<file path="src/hdl/ugm_pkg.sv">
// Shared types, constants and the font cell lookup for the UTF-8 glyph mapper.
// No dependencies; used by the channel interfaces and the core.
package ugm_pkg;

  localparam int unsigned BYTE_W  = 8;
  localparam int unsigned CP_W    = 21;
  localparam int unsigned CELL_W  = 7;
  localparam int unsigned RUN_W   = 3;  // up to four replacement results per item

  localparam logic [CP_W-1:0]   REPLACEMENT = 21'h00FFFD;
  localparam logic [CP_W-1:0]   CP_MAX      = 21'h10FFFF;
  localparam logic [CP_W-1:0]   SURR_LO     = 21'h00D800;
  localparam logic [CP_W-1:0]   SURR_HI     = 21'h00DFFF;
  localparam logic [CP_W-1:0]   MIN_2BYTE   = 21'h000080;
  localparam logic [CP_W-1:0]   MIN_3BYTE   = 21'h000800;
  localparam logic [CP_W-1:0]   MIN_4BYTE   = 21'h010000;
  localparam logic [CP_W-1:0]   CYR_UPPER   = 21'h000410;
  localparam logic [CP_W-1:0]   CYR_LOWER   = 21'h000430;
  localparam logic [CP_W-1:0]   CYR_YO_UP   = 21'h000401;
  localparam logic [CP_W-1:0]   CYR_YO_LO   = 21'h000451;
  localparam logic [CELL_W-1:0] CELL_NOTDEF = 7'd95;
  localparam logic [CELL_W-1:0] CELL_CYR    = 7'd96;
  localparam logic [CELL_W-1:0] CELL_IE     = 7'd101;

  typedef logic [CP_W-1:0]   cp_t;
  typedef logic [CELL_W-1:0] cell_t;

  function automatic cell_t cell_of(cp_t cp);
    cp_t off_up;
    cp_t off_lo;
    cp_t off_ascii;
    off_up    = cp - CYR_UPPER;
    off_lo    = cp - CYR_LOWER;
    off_ascii = cp - 21'd32;
    if (cp >= 21'd32 && cp <= 21'd126) begin
      cell_of = off_ascii[CELL_W-1:0];
    end else if (cp == CYR_YO_UP || cp == CYR_YO_LO) begin
      cell_of = CELL_IE;
    end else if (cp >= CYR_UPPER && cp < CYR_LOWER) begin
      cell_of = CELL_CYR | {2'b00, off_up[4:0]};
    end else if (cp >= CYR_LOWER && cp <= 21'h00044F) begin
      cell_of = CELL_CYR | {2'b00, off_lo[4:0]};
    end else begin
      cell_of = CELL_NOTDEF;
    end
  endfunction

endpackage

</file>
<file path="src/hdl/ugm_if.sv">
// Valid/ready channel interfaces for the UTF-8 glyph mapper: byte input and
// glyph result output. Depends on ugm_pkg.
interface ugm_in_if;
  import ugm_pkg::*;
  logic              valid;
  logic              ready;
  logic [BYTE_W-1:0] in_byte;
  logic              end_of_text;

  modport source (output valid, output in_byte, output end_of_text, input ready);
  modport sink   (input valid, input in_byte, input end_of_text, output ready);
endinterface

interface ugm_out_if;
  import ugm_pkg::*;
  logic              valid;
  logic              ready;
  logic [CP_W-1:0]   code_point;
  logic [CELL_W-1:0] glyph_cell;
  logic              malformed;
  logic              last_of_run;

  modport source (output valid, output code_point, output glyph_cell, output malformed,
                  output last_of_run, input ready);
  modport sink   (input valid, input code_point, input glyph_cell, input malformed,
                  input last_of_run, output ready);
endinterface

</file>
<file path="src/hdl/utf8_decoder_glyph_mapper_core.sv">
// UTF-8 decoder with font cell mapping: top level.
// Depends on ugm_pkg and the ugm_in_if / ugm_out_if channel interfaces.
//
// Usage:
//   in_i  takes one text byte per item, end_of_text marks the final byte.
//   out_o gives decoded code points with their font cell, a malformed flag
//         and last_of_run on the final result caused by each byte.
//   Latency: a byte's first result is shown the cycle after it is accepted.
//   Throughput: one byte per cycle while each byte causes at most one result
//   and the receiver does not stall. A byte that causes k results (k up to
//   4, after a broken, rejected or truncated sequence) holds the result
//   register until all k are taken; in_i.ready rises again in the cycle its
//   last result is taken, so the next byte enters without a bubble. Bytes
//   that only extend a sequence cause no result.
//   When the receiver stalls, the pending result stays on out_o and in_i
//   stops taking bytes once that result register is full.
//   Reset clears the held sequence and drops any pending results; the block
//   is ready for a byte as soon as reset is released.
module utf8_decoder_glyph_mapper_core (
  input  logic     clk_i,
  input  logic     rst_ni,
  ugm_in_if.sink   in_i,
  ugm_out_if.source out_o
);
  import ugm_pkg::*;

  // sequence state
  logic [1:0]        held_q, held_d;
  logic [1:0]        need_q, need_d;
  cp_t               part_q, part_d;

  // result run register: replacement count, then an optional tail result
  logic [RUN_W-1:0]  rep_q, rep_d;
  logic              tail_v_q, tail_v_d;
  cp_t               tail_cp_q, tail_cp_d;
  cell_t             tail_cell_q;
  logic              tail_bad_q, tail_bad_d;

  logic              in_acc, out_acc, out_last;

  // new-lead decode
  logic [BYTE_W-1:0] b;
  logic              st_tv, st_hold, st_bad;
  cp_t               st_cp, st_val;
  logic [1:0]        st_need;

  logic              is_cont;
  logic [RUN_W-1:0]  total;
  logic [1:0]        left;
  cp_t               val, shortest;

  assign b = in_i.in_byte;

  always_comb begin
    st_tv   = 1'b1;
    st_hold = 1'b0;
    st_bad  = 1'b0;
    st_cp   = {{(CP_W-BYTE_W){1'b0}}, b};
    st_val  = '0;
    st_need = 2'd0;
    if (b[7] == 1'b0) begin
      st_tv = 1'b1;
    end else if (b[7:5] == 3'b110) begin
      st_hold = 1'b1;
      st_need = 2'd1;
      st_val  = {16'd0, b[4:0]};
    end else if (b[7:4] == 4'b1110) begin
      st_hold = 1'b1;
      st_need = 2'd2;
      st_val  = {17'd0, b[3:0]};
    end else if (b[7:3] == 5'b11110) begin
      st_hold = 1'b1;
      st_need = 2'd3;
      st_val  = {18'd0, b[2:0]};
    end else begin
      st_cp  = REPLACEMENT;
      st_bad = 1'b1;
    end
    if (st_hold) begin
      // a lead that arrives with end of text is truncated at once
      st_tv = in_i.end_of_text;
      st_cp = REPLACEMENT;
      st_bad = 1'b1;
      if (in_i.end_of_text) st_hold = 1'b0;
    end
  end

  assign is_cont = (b[7:6] == 2'b10);
  assign total   = {1'b0, held_q} + 3'd1;
  assign left    = need_q - 2'd1;
  assign val     = {part_q[CP_W-7:0], b[5:0]};

  always_comb begin
    case (total)
      3'd2:    shortest = MIN_2BYTE;
      3'd3:    shortest = MIN_3BYTE;
      default: shortest = MIN_4BYTE;
    endcase
  end

  always_comb begin
    rep_d      = '0;
    tail_v_d   = 1'b0;
    tail_cp_d  = st_cp;
    tail_bad_d = 1'b0;
    held_d     = 2'd0;
    need_d     = 2'd0;
    part_d     = '0;
    if (held_q == 2'd0 || need_q == 2'd0 || !is_cont) begin
      // idle, or a sequence broken by a non-continuation byte
      if (held_q != 2'd0 && need_q != 2'd0) rep_d = {1'b0, held_q};
      tail_v_d   = st_tv;
      tail_cp_d  = st_cp;
      tail_bad_d = st_bad;
      if (st_hold) begin
        held_d = 2'd1;
        need_d = st_need;
        part_d = st_val;
      end
    end else if (left == 2'd0) begin
      if (val < shortest || val > CP_MAX || (val >= SURR_LO && val <= SURR_HI)) begin
        rep_d = total;
      end else begin
        tail_v_d  = 1'b1;
        tail_cp_d = val;
      end
    end else if (in_i.end_of_text) begin
      rep_d = total;
    end else begin
      held_d = total[1:0];
      need_d = left;
      part_d = val;
    end
  end

  assign out_last    = (rep_q == 3'd1 && !tail_v_q) || (rep_q == 3'd0 && tail_v_q);
  assign out_o.valid = (rep_q != 3'd0) || tail_v_q;
  assign in_i.ready  = !out_o.valid || (out_o.ready && out_last);
  assign in_acc      = in_i.valid && in_i.ready;
  assign out_acc     = out_o.valid && out_o.ready;

  assign out_o.code_point  = (rep_q != 3'd0) ? REPLACEMENT : tail_cp_q;
  assign out_o.glyph_cell  = (rep_q != 3'd0) ? CELL_NOTDEF : tail_cell_q;
  assign out_o.malformed   = (rep_q != 3'd0) ? 1'b1 : tail_bad_q;
  assign out_o.last_of_run = out_last;

  always_ff @(posedge clk_i or negedge rst_ni) begin
    if (!rst_ni) begin
      held_q   <= 2'd0;
      need_q   <= 2'd0;
      part_q   <= '0;
      rep_q    <= '0;
      tail_v_q <= 1'b0;
    end else if (in_acc) begin
      held_q   <= held_d;
      need_q   <= need_d;
      part_q   <= part_d;
      rep_q    <= rep_d;
      tail_v_q <= tail_v_d;
    end else if (out_acc) begin
      if (rep_q != 3'd0) begin
        rep_q <= rep_q - 3'd1;
      end else begin
        tail_v_q <= 1'b0;
      end
    end
  end

  always_ff @(posedge clk_i) begin
    if (in_acc) begin
      tail_cp_q   <= tail_cp_d;
      tail_cell_q <= cell_of(tail_cp_d);
      tail_bad_q  <= tail_bad_d;
    end
  end

`ifndef NO_ASSERTIONS
  // no new byte while results of the previous one remain after this cycle
  a_no_overrun: assert property (@(posedge clk_i) disable iff (!rst_ni)
    out_o.valid && !(out_o.ready && out_last) |-> !in_i.ready)
    else $error("input accepted while results still pending");

  // a held sequence never claims more than four bytes in total
  a_seq_len: assert property (@(posedge clk_i) disable iff (!rst_ni)
    held_q != 2'd0 && need_q != 2'd0 |-> ({1'b0, held_q} + {1'b0, need_q}) <= 3'd4)
    else $error("held sequence longer than four bytes");

  a_run_len: assert property (@(posedge clk_i) disable iff (!rst_ni)
    rep_q <= 3'd4)
    else $error("replacement run longer than four");

  a_bad_is_fffd: assert property (@(posedge clk_i) disable iff (!rst_ni)
    out_o.valid && out_o.malformed |->
      out_o.code_point == REPLACEMENT && out_o.glyph_cell == CELL_NOTDEF)
    else $error("malformed result is not the replacement character");
`endif

endmodule

</file>
<file path="src/flat_wrapper.sv">
// flat-port wrapper written by rule: the top's interface ports become plain ports
module utf8_decoder_glyph_mapper_core_flat import ugm_pkg::*;
  (clk_i, rst_ni, in_i_valid, in_i_in_byte, in_i_end_of_text, in_i_ready, out_o_valid, out_o_code_point, out_o_glyph_cell, out_o_malformed, out_o_last_of_run, out_o_ready);
  ugm_in_if in_i_i ();
  ugm_out_if out_o_i ();
  input  logic clk_i;
  input  logic rst_ni;
  input wire logic [$bits(in_i_i.valid)-1:0] in_i_valid;
  input wire logic [$bits(in_i_i.in_byte)-1:0] in_i_in_byte;
  input wire logic [$bits(in_i_i.end_of_text)-1:0] in_i_end_of_text;
  output wire logic [$bits(in_i_i.ready)-1:0] in_i_ready;
  output wire logic [$bits(out_o_i.valid)-1:0] out_o_valid;
  output wire logic [$bits(out_o_i.code_point)-1:0] out_o_code_point;
  output wire logic [$bits(out_o_i.glyph_cell)-1:0] out_o_glyph_cell;
  output wire logic [$bits(out_o_i.malformed)-1:0] out_o_malformed;
  output wire logic [$bits(out_o_i.last_of_run)-1:0] out_o_last_of_run;
  input wire logic [$bits(out_o_i.ready)-1:0] out_o_ready;
  assign in_i_i.valid = in_i_valid;
  assign in_i_i.in_byte = in_i_in_byte;
  assign in_i_i.end_of_text = in_i_end_of_text;
  assign in_i_ready = in_i_i.ready;
  assign out_o_valid = out_o_i.valid;
  assign out_o_code_point = out_o_i.code_point;
  assign out_o_glyph_cell = out_o_i.glyph_cell;
  assign out_o_malformed = out_o_i.malformed;
  assign out_o_last_of_run = out_o_i.last_of_run;
  assign out_o_i.ready = out_o_ready;
  utf8_decoder_glyph_mapper_core u_core (.clk_i(clk_i), .rst_ni(rst_ni), .in_i(in_i_i), .out_o(out_o_i));
endmodule
</file>
<file path="config.mk">
export PLATFORM = sky130hd
export DESIGN_NAME = utf8_decoder_glyph_mapper_core_flat
export DESIGN_NICKNAME = d
export VERILOG_FILES = /design/src/hdl/ugm_pkg.sv /design/src/hdl/ugm_if.sv /design/src/hdl/utf8_decoder_glyph_mapper_core.sv /design/src/flat_wrapper.sv
export SDC_FILE = /design/constraint.sdc
export NUM_CORES = 1
export LEC_CHECK = 0
export ABC_AREA = 1
export BUFFER_PORTS_ARGS = -buffer_cell sky130_fd_sc_hd__clkbuf_2
export CAP_MARGIN = 20
export CELL_PAD_IN_SITES_DETAIL_PLACEMENT = 0
export CELL_PAD_IN_SITES_GLOBAL_PLACEMENT = 2
export CORE_MARGIN = 2
export CORE_UTILIZATION = 34
export DETAILED_ROUTE_END_ITERATION = 7
export GPL_TIMING_DRIVEN = 0
export HOLD_SLACK_MARGIN = 0.15
export PLACE_DENSITY_LB_ADDON = 0.1
export SKIP_LAST_GASP = 1
export SLEW_MARGIN = 10
export SYNTH_ARGS = -nofsm -noshare
export SYNTH_HDL_FRONTEND = slang
export SYNTH_SLANG_ARGS = --single-unit
</file>
<file path="constraint.sdc">
create_clock -name clk_i -period 4.4 [get_ports clk_i]
set_clock_uncertainty 0.2 [all_clocks]
set_input_delay 0.66 -clock clk_i [delete_from_list [all_inputs] [get_ports clk_i]]
set_output_delay 0.66 -clock clk_i [all_outputs]
set_load 0.02 [all_outputs]
</file>
Word level (Yosys, flattened, before mapping)
Cells that the tools add are included.
{"block": "word_totals", "memories": 0, "ram_bits": 0, "regBits": 52, "latchBits": 0, "rom_bits": 0}
{"block": "classes", "div": 0, "n_eq_ne": 10, "shifts": 0, "bitwise_logic": 0, "n_addsub": 6, "n_mul": 0, "n_reduce_logical": 32, "magnitude_cmp": 10, "n_mux": 62}
{"op": "$mux 21", "n": 8}
{"op": "$mux 15", "n": 6}
{"op": "$eq 21x11->1 const B", "n": 2}
{"op": "$ge 21x11->1 const B", "n": 2}
{"op": "$pmux 17 s2", "n": 1}
{"op": "$mux 7", "n": 4}
{"op": "$mux 2", "n": 12}
{"op": "$mux 3", "n": 8}
{"op": "$ge 21x16->1 const B", "n": 1}
{"op": "$ge 21x6->1 const B", "n": 1}
{"op": "$gt 21x21->1 const B", "n": 1}
{"op": "$le 21x11->1 const B", "n": 1}
{"op": "$le 21x16->1 const B", "n": 1}
{"op": "$le 21x7->1 const B", "n": 1}
{"op": "$lt 21x11->1 const B", "n": 1}
{"op": "$lt 21x17->1", "n": 1}
{"op": "$mux 1", "n": 20}
{"op": "$mux 16", "n": 1}
{"op": "$logic_and 1x1->1", "n": 10}
{"op": "$sub 5x5->5 const B", "n": 2}
{"op": "$logic_or 1x1->1", "n": 8}
{"op": "$reduce_bool 2->1", "n": 4}
{"op": "$sub 7x6->7 const B", "n": 1}
{"op": "$eq 3x2->1 const B", "n": 2}
{"op": "other kinds (16)", "n": 21}

Longest topological paths before layout
{"block": "depth", "ltp_word": 15, "ltp_mapped": 26, "ltp_nobuf": 25}

Worst setup path before layout
OpenSTA, ideal clock, no wires.
{"block": "synth_timing", "path_type": "register to register", "from": "register u_core.rep_q[0]", "to": "register u_core.tail_bad_q, enable pin", "stages_incl_launch_ff": 10, "synth_period_minus_slack_ps": 3405, "arrival_ps": 2802, "n_path_buf": 1, "slack_ps": 995, "path_cell_list": "dfrtp_1 > inv_1 > ha_1 > nand2_1 > o21ai_0 > nand2_1 > nand2_1 > nand2_1 > inv_1 > clkbuf_1"}
{"block": "synth_between", "elab_chain_cells": 6, "elab_cells_between_ends": 11}
{"element": "start, declared", "line_no": "utf8_decoder_glyph_mapper_core.sv:33", "text": "logic [RUN_W-1:0] rep_q, rep_d;"}
{"element": "start signal, assigned", "line_no": "utf8_decoder_glyph_mapper_core.sv:158", "text": "rep_q <= rep_d;"}
{"element": "start signal, assigned", "line_no": "utf8_decoder_glyph_mapper_core.sv:162", "text": "rep_q <= rep_q - 3'd1;"}
{"element": "$eq 3x1->1 or $logic_not 3->1 (tied branches)", "line_no": "utf8_decoder_glyph_mapper_core.sv:136", "text": "assign out_last = (rep_q == 3'd1 && !tail_v_q) || (rep_q == 3'd0 && tail_v_q);"}
{"element": "$logic_and 1x1->1", "line_no": "utf8_decoder_glyph_mapper_core.sv:136"}
{"element": "$logic_or 1x1->1 *", "line_no": "utf8_decoder_glyph_mapper_core.sv:136"}
{"element": "named net out_o_last_of_run", "line_no": "flat_wrapper.sv:16", "text": "output wire logic [$bits(out_o_i.last_of_run)-1:0] out_o_last_of_run;"}
{"element": "$logic_and 1x1->1 *", "line_no": "utf8_decoder_glyph_mapper_core.sv:138", "text": "assign in_i.ready = !out_o.valid || (out_o.ready && out_last);"}
{"element": "$logic_or 1x1->1 *", "line_no": "utf8_decoder_glyph_mapper_core.sv:138"}
{"element": "named net in_i_ready", "line_no": "flat_wrapper.sv:11", "text": "output wire logic [$bits(in_i_i.ready)-1:0] in_i_ready;"}
{"element": "$logic_and 1x1->1 *", "line_no": "utf8_decoder_glyph_mapper_core.sv:139", "text": "assign in_acc = in_i.valid && in_i.ready;"}
{"element": "named net u_core.in_acc", "line_no": "utf8_decoder_glyph_mapper_core.sv:39", "text": "logic in_acc, out_acc, out_last;"}
{"element": "end signal, assigned", "line_no": "utf8_decoder_glyph_mapper_core.sv:173", "text": "tail_bad_q <= tail_bad_d;"}
{"element": "end, declared", "line_no": "utf8_decoder_glyph_mapper_core.sv:37", "text": "logic tail_bad_q, tail_bad_d;"}
Mark *: on every way through the listed nets, which the timed path passes. The rest lies on a longest branch.
A chain may end at the register's enable or synchronous reset.

Final worst setup path
{"block": "layout_timing", "from": "register u_core.held_q[0]", "to": "register u_core.tail_cell_q[5] (data pin)"}
{"block": "layout_between", "elab_chain_cells": 15, "elab_cells_between_ends": 30}
{"element": "start, declared", "line_no": "utf8_decoder_glyph_mapper_core.sv:28", "text": "logic [1:0] held_q, held_d;"}
{"element": "start signal, assigned", "line_no": "utf8_decoder_glyph_mapper_core.sv:155", "text": "held_q <= held_d;"}
{"element": "$add 2x1->3", "line_no": "utf8_decoder_glyph_mapper_core.sv:89", "text": "assign total = {1'b0, held_q} + 3'd1;"}
{"element": "$eq 3x2->1", "line_no": "utf8_decoder_glyph_mapper_core.sv:94", "text": "case (total)"}
{"element": "$pmux 17 s2", "line_no": "utf8_decoder_glyph_mapper_core.sv:94"}
{"element": "$lt 21x17->1", "line_no": "utf8_decoder_glyph_mapper_core.sv:121", "text": "if (val < shortest || val > CP_MAX || (val >= SURR_LO && val <= SURR_HI)) begin"}
{"element": "$logic_or 1x1->1 (2 in a row)", "line_no": "utf8_decoder_glyph_mapper_core.sv:121"}
{"element": "$mux 21", "line_no": "utf8_decoder_glyph_mapper_core.sv:121"}
{"element": "$mux 21", "line_no": "utf8_decoder_glyph_mapper_core.sv:120", "text": "end else if (left == 2'd0) begin"}
{"element": "$mux 21 *", "line_no": "utf8_decoder_glyph_mapper_core.sv:109", "text": "if (held_q == 2'd0 || need_q == 2'd0 || !is_cont) begin"}
{"element": "named net u_core.tail_cp_d[5]", "line_no": "utf8_decoder_glyph_mapper_core.sv:35", "text": "cp_t tail_cp_q, tail_cp_d;"}
{"element": "$ge 21x11->1 or $le 21x11->1 (tied branches)", "line_no": "ugm_pkg.sv:41", "text": "end else if (cp >= CYR_LOWER && cp <= 21'h00044F) begin"}
{"element": "$logic_and 1x1->1", "line_no": "ugm_pkg.sv:41"}
{"element": "$mux 6", "line_no": "ugm_pkg.sv:41"}
{"element": "$mux 7", "line_no": "ugm_pkg.sv:39", "text": "end else if (cp >= CYR_UPPER && cp < CYR_LOWER) begin"}
{"element": "$mux 7", "line_no": "ugm_pkg.sv:37", "text": "end else if (cp == CYR_YO_UP || cp == CYR_YO_LO) begin"}
{"element": "$mux 7 *", "line_no": "ugm_pkg.sv:35", "text": "if (cp >= 21'd32 && cp <= 21'd126) begin"}
{"element": "end signal, assigned", "line_no": "utf8_decoder_glyph_mapper_core.sv:172", "text": "tail_cell_q <= cell_of(tail_cp_d);"}
{"element": "end, declared", "line_no": "utf8_decoder_glyph_mapper_core.sv:36", "text": "cell_t tail_cell_q;"}
Marks and branches as above.

==> metrics.md <==
| Metric | Value |
|---|---|
| Fin Setup TNS | `0 ns` |
| DR WL/cell | `14.7 um` |
| Area Overhead vs Synth | `16.0%` |
| CP Capture Type | `flop` |
| CTS Hold Buffers Added | `0` |
| Largest family of logic cells by synthesized area | `simple AND/OR/NAND/NOR gates` |
| Fin crit share | `0.855` |
| Final WS setup | `0.637 ns` |
| Dpl ws | `0.677 ns` |
| Initial Util | `0.345` |
| Vias per cell | `4.72` |
| Critical R2R Capture | `u_core.tail_cell_q[5]` |
| Largest net degree at the start of global routing | `24` |
| Post-synthesis register bit count | `52` |
| Worst Setup Start Kind | `flop` |
| Synth Area in Compound Gates | `0.0785` |
| RR Startpoint | `u_core.held_q[0]` |
| CP Data Arrival Time | `3.62 ns` |
| Max Cap Viol | `0` |
| Post-Syn Instances | `411` |
| CTS clk-pin slew, worst paths | `0.11 ns` |
| Clock buffer depth | `2` |
| Fin crit period | `3.76 ns` |
| Die X | `103 um` |
| CTS buffer count | `5` |
| XOR/XNOR share of the synthesized area | `0` |
| Post-DP HPWL | `6.85 mm` |
| I/O pin cnt | `45` |
| Met3 WL | `275 um` |
| Post-CTS Repair Setup Buffers | `0` |
| Number of warnings issued by yosys | `0` |
| Worst VDD drop | `0.202 mV` |
| Setup CP Type | `reg -> reg` |
| Total Nets Final | `492` |
| Placed Instances | `589` |
| Final non-filler cell total | `597` |
| Layout cells sized above 1 | `0.244` |
| PortBufs | `44` |
| Data required time of the worst path | `4.25 ns` |
| Yosys top cell area share | `0.260` |
| Max Freq | `266 MHz` |
| WL met1 | `4.55 mm` |
| Final wirelength | `8.77 mm` |
| Adder-cell area share of the yosys netlist | `0.0598` |
| Antenna Violating Nets Remaining | `0` |
| Simple-Gate Fraction of Synth Area | `0.335` |
| Syn_nets | `440` |
| Syn Area/Cell | `8.14 um2` |
| Seq/Total Area, Yosys | `0.432` |
| Final setup vio count | `0` |
| Final hold violations | `0` |
| Yosys top cell by area | `edfxtp_1` |
| # diodes | `0` |
| Total track usage | `0.178` |
| Metal2 WL | `3.85 mm` |
| Drt first-iter violations | `129` |
| Die area | `10,700 um2` |
| Mapped cell area | `3350 um2` |
| Leak | `1.74 nW` |
| Sink Count | `52` |
| Synth cell types | `35` |
| DRC | `0` |
| Clk Latency, worst-skew pair | `0.31 ns` |
| First-pass GRT wire length | `14.3 mm` |
| GR Overflow Total | `0` |
| CTS H-tree lvls | `2` |
| Clock tree root buffer cell | `clkbuf_8` |
| Synth area leaders | `edfxtp_1, dfrtp_1, inv_1` |
| Cell Pwr Density | `551 nW/um2` |
| Actual slew at the worst max-slew pin | `0.627 ns` |
| Floorplan core area | `9680 um2` |
| Reg2reg setup slack | `0.64 ns` |
| Die Y | `103 um` |
| Mux share of post-synthesis cell area | `0.00299` |
| Status | `complete, no violations` |
| Final design utilization | `0.401` |
| Row count | `36` |
| Gpl congestion | `0.859` |
| Initial antenna violation count | `0` |
| Drt first pass iters | `4` |
| Highest metal used | `met4` |
| Post-CTS sizing | `0` |
| Worst Hold Class | `in -> async` |
| R2R cell count | `22` |
| Final slew viol count | `0` |
| Vias in the first global route | `2,682` |
| Normalized max-slew margin | `0.582` |
| RSZ-0062 raised after global routing | `false` |
| CTS tree | `yes` |
| Power, Total | `2.14 mW` |
| CP Max Fanout | `10` |
| Vias | `2,816` |
## cell usage after synthesis, drive strengths merged
cell,n
edfxtp,29
a22oi,1
a41oi,1
buf,2
a21oi,12
nor4,4
nand4,9
nor3,5
nor2,67
o2111ai,1
dfrtp,23
o211ai,1
o21ai,30
ha,16
mux2i,1
nand3,46
a31oi,2
clkbuf,8
inv,65
and2,1
or2,25
o31ai,1
nand2,61
## stage by stage
| step | hold WS [ns] | area [um2] |
|---|---|---|
| floorplan | 0.164 | 3350 |
| global placement | 0.306 | 3730 |
| detailed placement | 0.314 | 3760 |
| CTS | 0.168 | 3880 |
| global route | 0.174 | 3880 |
| finish | 0.142 | 3880 |
## how the worst max path moves through the flow
| stage | startpoint | endpoint | slack (ns) | cells after the start |
|---|---|---|---|---|
| 2_1_floorplan | u_core.rep_q[0] | u_core.tail_bad_q | 1.0 | 9 |
| 3_3_place_gp | u_core.held_q[0] | u_core.tail_cell_q[5] | 0.69 | 22 |
| 3_5_place_dp | u_core.held_q[0] | u_core.tail_cell_q[5] | 0.68 | 20 |
| 4_1_cts | u_core.held_q[0] | u_core.tail_cell_q[5] | 0.64 | 22 |
| 5_1_grt | u_core.held_q[0] | u_core.tail_cell_q[5] | 0.32 | 22 |
| 6_report | u_core.held_q[0] | u_core.tail_cell_q[5] | 0.64 | 22 |
## cell type report
cell class                      instances  area, um2
Fill cell                            1021       5800
Multi-Input combinational cell        284       1590
Sequential cell                        52       1450
Timing Repair Buffer                   45        248
Inverter                               65        244
Tap cell                              133        166
Clock buffer                            6       82.6
Buffer                                 10       62.6
Clock inverter                          2       38.8
## critical path, stage by stage (launching register included)
cell and delay (ns):
dfrtp_1 0.43, inv_1 0.13, ha_1 0.38, ha_1 0.34
nand2_1 0.05, o21ai_0 0.14, nor2_1 0.07, nand2_2 0.17
nand3_4 0.14, nand2_4 0.15, buf_12 0.16, nand2_2 0.12
inv_1 0.17, ha_1 0.20, inv_1 0.04, nor2_1 0.10
nor2_1 0.05, nor2_1 0.08, nand3_1 0.10, nand2_2 0.09
nand2_2 0.06, nand2_1 0.06, nand3_1 0.09
## routing by layer
metal / global-route usage / vias to the layer above
li1: - / 1448
met1: 0.264 / 1302
met2: 0.277 / 58
met3: 0.0269 / 8
met4: 0.0344 / 0
met5: 0 / -
## kinds of logic (layout without fill, tap and decap cells)
logic type	count (synthesis)	in the layout
compound gates	49	49
fa+ha+maj	16	16
buf+inv	75	128
flops	52	52
mux	1	1
simple gates	218	218
## power breakdown
group / leakage (nW) / internal [mW] / switching, mW
Combinational: 1.12 / 0.333 / 0.692
Clock: 0.0614 / 0.187 / 0.176
Sequential: 0.560 / 0.662 / 0.0892
Total: 1.74 / 1.18 / 0.957
## state kept, by name, indices dropped and copies added (netlist names)
signal / cells
u_core.tail_cp_q: 21
u_core.part_q: 15
u_core.tail_cell_q: 7
u_core.rep_q: 3
u_core.held_q: 2
u_core.need_q: 2
u_core.tail_bad_q: 1
u_core.tail_v_q: 1
## layout by cell type (no fill, tap or decap), types with 6 or more instances in the layout
cell type	synthesis	final
inv_1	61	61
nor2_1	59	59
clkbuf_2	0	45
nand2_1	44	44
nand3_1	42	42
o21ai_0	30	30
edfxtp_1	29	29
or2_2	23	23
dfrtp_1	23	23
ha_1	16	16
nand2_2	15	15
a21oi_1	12	12
nand4_1	9	9
clkbuf_1	8	7
clkbuf_8	0	6
No activity file was read; power rests on OpenSTA's default activity.
